==> src/hdl/brd_pkg.sv <==
// ----------------------------------------------------------------------------
// brd_pkg
// Types, constants and helpers shared by the bracketed Brent root finder.
// ----------------------------------------------------------------------------
package brd_pkg;

   localparam int PT_W    = 32;   // point, signed Q2.30
   localparam int VAL_W   = 32;   // value, signed Q16.16
   localparam int FAC_W   = 33;   // one factor of a product term
   localparam int MAG_W   = 32;   // magnitude of a factor
   localparam int WIDE_W  = 128;  // numerator, denominator, products
   localparam int CNT_W   = 11;
   localparam int TOL_W   = 31;
   localparam int MAXIT_W = 10;

   localparam logic [PT_W-1:0] PT_ONE = 32'h4000_0000;
   localparam logic [PT_W-1:0] PT_MAX = 32'h7fff_ffff;
   localparam logic [PT_W-1:0] PT_MIN = 32'h8000_0000;
   localparam logic [PT_W-1:0] PT_NEG_ONE = 32'hc000_0000;

   localparam logic REQ_START = 1'b0;
   localparam logic REQ_VALUE = 1'b1;

   localparam logic CSR_TOLERANCE = 1'b0;
   localparam logic CSR_MAX_ITER  = 1'b1;

   typedef enum logic [1:0] {
      PH_IDLE  = 2'd0,
      PH_WANT0 = 2'd1,
      PH_WANT1 = 2'd2,
      PH_WANTS = 2'd3
   } phase_type;

   typedef enum logic [1:0] {
      TERM_N0  = 2'd0,
      TERM_N1  = 2'd1,
      TERM_N2  = 2'd2,
      TERM_DEN = 2'd3
   } term_type;

   typedef struct packed {
      logic              start;
      logic [WIDE_W-1:0] num;
      logic [WIDE_W-1:0] den;
   } div_req_type;

   typedef struct packed {
      logic             finished;
      logic [PT_W-1:0]  point;
      logic [CNT_W-1:0] count;
      logic             status;
   } result_type;

   function automatic logic [FAC_W-1:0] mag33(input logic signed [FAC_W-1:0] x);
      mag33 = x[FAC_W-1] ? FAC_W'(-x) : FAC_W'(x);
   endfunction

   function automatic logic same_sign(input logic signed [VAL_W-1:0] a,
                                      input logic signed [VAL_W-1:0] b);
      same_sign = (a > 0 && b > 0) || (a < 0 && b < 0);
   endfunction

endpackage

==> src/hdl/brd_div.sv <==
// ----------------------------------------------------------------------------
// brd_div
// Unsigned 128 by 128 restoring divider, one quotient bit per cycle.
// ----------------------------------------------------------------------------
module brd_div (
   input  logic                 clock,
   input  logic                 reset,
   input  brd_pkg::div_req_type div_req,
   output logic                 div_done,
   output logic [127:0]         div_quo
);
   import brd_pkg::*;

   logic              busy_ff, busy_in;
   logic              done_ff, done_in;
   logic [6:0]        cnt_ff, cnt_in;
   logic [WIDE_W:0]   rem_ff, rem_in;
   logic [WIDE_W-1:0] num_ff, num_in;
   logic [WIDE_W-1:0] den_ff, den_in;
   logic [WIDE_W-1:0] quo_ff, quo_in;
   logic [WIDE_W:0]   rem_sh;
   logic              fits;

   assign rem_sh = {rem_ff[WIDE_W-1:0], num_ff[WIDE_W-1]};
   assign fits   = rem_sh >= {1'b0, den_ff};

   always_comb begin
      busy_in = busy_ff;
      done_in = 1'b0;
      cnt_in  = cnt_ff;
      rem_in  = rem_ff;
      num_in  = num_ff;
      den_in  = den_ff;
      quo_in  = quo_ff;
      if (div_req.start) begin
         busy_in = 1'b1;
         cnt_in  = '0;
         rem_in  = '0;
         num_in  = div_req.num;
         den_in  = div_req.den;
      end else if (busy_ff) begin
         rem_in = fits ? rem_sh - {1'b0, den_ff} : rem_sh;
         quo_in = {quo_ff[WIDE_W-2:0], fits};
         num_in = {num_ff[WIDE_W-2:0], 1'b0};
         cnt_in = cnt_ff + 7'd1;
         if (cnt_ff == 7'd127) begin
            busy_in = 1'b0;
            done_in = 1'b1;
         end
      end
   end

   always_ff @(posedge clock) begin
      if (reset) begin
         busy_ff <= 1'b0;
         done_ff <= 1'b0;
         cnt_ff  <= '0;
      end else begin
         busy_ff <= busy_in;
         done_ff <= done_in;
         cnt_ff  <= cnt_in;
      end
      rem_ff <= rem_in;
      num_ff <= num_in;
      den_ff <= den_in;
      quo_ff <= quo_in;
   end

   assign div_done = done_ff;
   assign div_quo  = quo_ff;

endmodule

==> config.mk <==
export PLATFORM = sky130hd
export DESIGN_NAME = brd_div
export DESIGN_NICKNAME = d
export VERILOG_FILES = /design/src/hdl/brd_pkg.sv /design/src/hdl/brd_div.sv
export SDC_FILE = /design/constraint.sdc
export NUM_CORES = 1
export LEC_CHECK = 0
export BUFFER_PORTS_ARGS = -buffer_cell sky130_fd_sc_hd__buf_2
export CORE_MARGIN = 10
export CORE_UTILIZATION = 45
export DETAILED_ROUTE_END_ITERATION = 16
export PLACE_DENSITY = 0.63
export SYNTH_ARGS = -nofsm -noshare
export SYNTH_HDL_FRONTEND = slang
export SYNTH_SLANG_ARGS = --single-unit
==> constraint.sdc <==
create_clock -name clock -period 6.8 [get_ports clock]
set_clock_uncertainty 0.2 [all_clocks]
set_input_delay 1.02 -clock clock [delete_from_list [all_inputs] [get_ports clock]]
set_output_delay 1.02 -clock clock [all_outputs]
set_load 0.005 [all_outputs]
==> run summary <==
status: complete, no violations
leading area contributor after synthesis: edfxtp_1
cts hold-fix bufs: 0
# port buffers: 387
maximum clock insertion buffer count: 3
Top cell by count, worst path: a211o_1
Async S/R FF share, synth: 0%
final setup violation count: 0
Yosys top cell area share: 42.1%
f_max: 204 MHz
Site Rows: 90
slowest CP cell: o211a_4
worst-skew pair later-pin latency: 620 ps
Via Count: 21.2k
GR Overflow Total: 0
post-synth cell types: 83
Final Max Slew Viols: 0
top post-synthesis cells by count: 384 x edfxtp_1, 247 x nor2_1, 246 x a21oi_1
sequential element share of the synthesized area: 52.1%
DRC Markers: 0
Yosys Warn Count: 0
Cells after Synth: 2,623
final wirelength: 75.2 mm
crit path launch type: flip-flop
Pre-antenna DRT Iters: 5
max incr delay on CP: 720 ps
Routed Antenna Nets: 0
HPWL after DPL: 55.6 mm
antenna violations before repair: 28
die footprint: 71,200 um2
Hold Fails Final Rpt: 0
Hold Path Class: reg2reg
CP Capture Type: flip-flop
1st-iter DRT viols: 1,633
flop-to-flop setup slack: 1890 ps
number of synthesized flops with an enable pin: 384
gr busiest metal: met2
largest cells by area after synthesis: edfxtp_1 42%, dfxtp_1 10%, ha_1 5.9%, mux2_2 5.2%, a21oi_1 4.5%
total power: 8.20 mW
PD cells: 258 nW/um2
fillers: 5,452
Leakage: 12.5 nW
top-count cell post-synth: edfxtp_1
DIE WIDTH: 267 um
Initial Util: 45.4%
Die Ht: 267 um
Tcrit/Tclk final: 72.3%
drt via density: 5.58
Worst Path Arrival: 5170 ps
Layout Cells excl Fill: 3,793
final core utilization: 52.7%
fraction of layout cells with a size suffix above 1: 21.7%
Total GRT Usage: 20.4%
synthesis-stage register bit count: 521
Cells after DPL: 3,670
Resized Gates After CTS: 0
CP required: 7050 ps
met3 usage: 5.83%
fin crit period: 4910 ps
clock slew at reported path FFs: 60 ps
gpl congestion: 0.933
mapped cell area: 27,400 um2
Worst Tran Pin Value: 1130 ps
IO Count: 388
Fin Hold WS: 229 ps
Max FO, Critical Path: 68
CP startpoint: den_ff[14]
fin nets: 3,338
Avg WL per Cell: 19.8 um
Area Growth Syn to Fin: 16.2%
core area: 60,400 um2
Avg Inst Size Synth: 10.4 um2
setup bufs post-CTS: 0
CTS Root Buffer Type: clkbuf_16
htree depth: 2
R2R cell count: 14
Syn Nets: 3,012
CTS tree: built
area of the multi-input gates: 11,900 um2
CTS Buf Count: 59
RR Startpoint: den_ff[14]
CP Class: reg2reg
met1 Usage GRT: 26.3%
Max Cap Viol: 0
first-pass GRT wire length: 117 mm
VDD IR max: 0.000230 V
critical path capture point: rem_ff[51]
ys flop type: edfxtp_1
clock sink count: 521
relative slew slack: 24.9%
pin count of the biggest net entering global routing: 125
vias in the first global route: 20.9k
setup TNS: 0 ps
M2 GR Usage: 33.0%
unrepaired setup endpoints after global routing: no
Sequential Area: 14,300 um2
R2R Path End: rem_ff[51]
crit-path cells: inv_1, ha_1, a21o_1, a211o_1, a211o_1, o211a_1, o211ai_2, a31oi_4, a311oi_2, o211a_4, buf_4, nor2_1, a21oi_1, a211oi_1
-- flip-flops by register name, summed over array words and instances (netlist names) --
| name | flops |
|---|---|
| den_ff | 128 |
| div_quo | 128 |
| num_ff | 128 |
| rem_ff | 128 |
| cnt_ff | 7 |
| busy_ff | 1 |
| div_done | 1 |
-- routing by layer --
layer | wire length, um | part of all wire (%) | vias up
met2 | 34600 | 46 | 694
met3 | 6180 | 8.2 | 124
met5 | 193 | 0.26 | -
met1 | 32700 | 44 | 10069
met4 | 1500 | 2.0 | 32
li1 | - | - | 10251
-- metrics by stage --
stage | setup slack (ps) | instance area [um2]
4_1_cts | 1880 | 31800
3_3_place_gp | 2070 | 29900
6_report | 1890 | 31800
5_1_grt | 1530 | 31800
3_5_place_dp | 1900 | 29900
2_1_floorplan | 771 | 27400
-- layout make-up --
type	instances	area share (%)
diodes	12	0.0943
clock buffers	71	4.81
clock inverters	40	1.17
inverters	171	2.04
multi-input cells	1795	37.4
flip-flops and latches	521	44.8
well taps	782	3.07
repair buffers	401	6.52
-- cells by family (layout without fill, tap and decap cells) --
family	after synthesis	after routing	share of synthesized area (%)
buf+inv	307	683	4.46
other cells	0	12	0
flops	521	521	52.1
compound gates	721	721	16.8
xor+xnor	125	125	4.00
fa+ha+maj	130	130	5.96
simple gates	681	681	11.1
mux	138	138	5.63
-- worst max-delay path: cells and delay by family, from the launching register on --
family                   cells  cell delay (ps)
flip-flops                   1              350
AND/OR/NAND/NOR              1              160
buffers and inverters        2              730
adder cells (fa/ha/maj)      1              270
AO/OA/AOI/OAI               10             2990
-- report_power, final --
group          total [mW]  internal, mW  switching, mW  leakage, nW
registers            3.74          3.64         0.0982         4.59
clock network        3.13          1.80           1.33        0.913
logic                1.33         0.524          0.802         6.98
-- layout by cell type (no fill, tap or decap), drive strengths merged, types with 6 or more instances in the layout --
cell | synthesis | final
o21a | 20 | 20
a211o | 6 | 6
a21boi | 16 | 16
clkinv | 1 | 26
a21oi | 248 | 248
or3 | 9 | 9
a311oi | 21 | 21
nand3 | 17 | 17
xnor2 | 73 | 73
nor4 | 15 | 15
inv | 170 | 174
mux2 | 129 | 129
nand4 | 61 | 61
nor2b | 14 | 14
a31oi | 19 | 19
o21ai | 148 | 148
a22o | 6 | 6
edfxtp | 384 | 384
o211ai | 31 | 31
o31ai | 12 | 12
xor2 | 52 | 52
ha | 129 | 129
or2 | 6 | 6
clkbuf | 104 | 71
a21o | 53 | 53
nand2 | 237 | 237
buf | 32 | 401
nor3 | 34 | 34
mux2i | 9 | 9
clkinvlp | 0 | 6
a211oi | 62 | 62
nor2 | 247 | 247
nand2b | 11 | 11
o21bai | 30 | 30
and2 | 8 | 8
dfxtp | 137 | 137
diode | 0 | 12
o211a | 8 | 8
-- worst min-delay path by stage --
stage,depth (start not counted),startpoint,end
global placement,0,div_quo[5],div_quo[6]
finish,0,div_quo[6],div_quo[7]
global route,0,div_quo[52],div_quo[53]
CTS,0,div_quo[6],div_quo[7]
detailed placement,0,div_quo[13],div_quo[14]
floorplan,2,rem_ff[127],rem_ff[127]
Note: power is estimated with default switching activity, not from simulation.
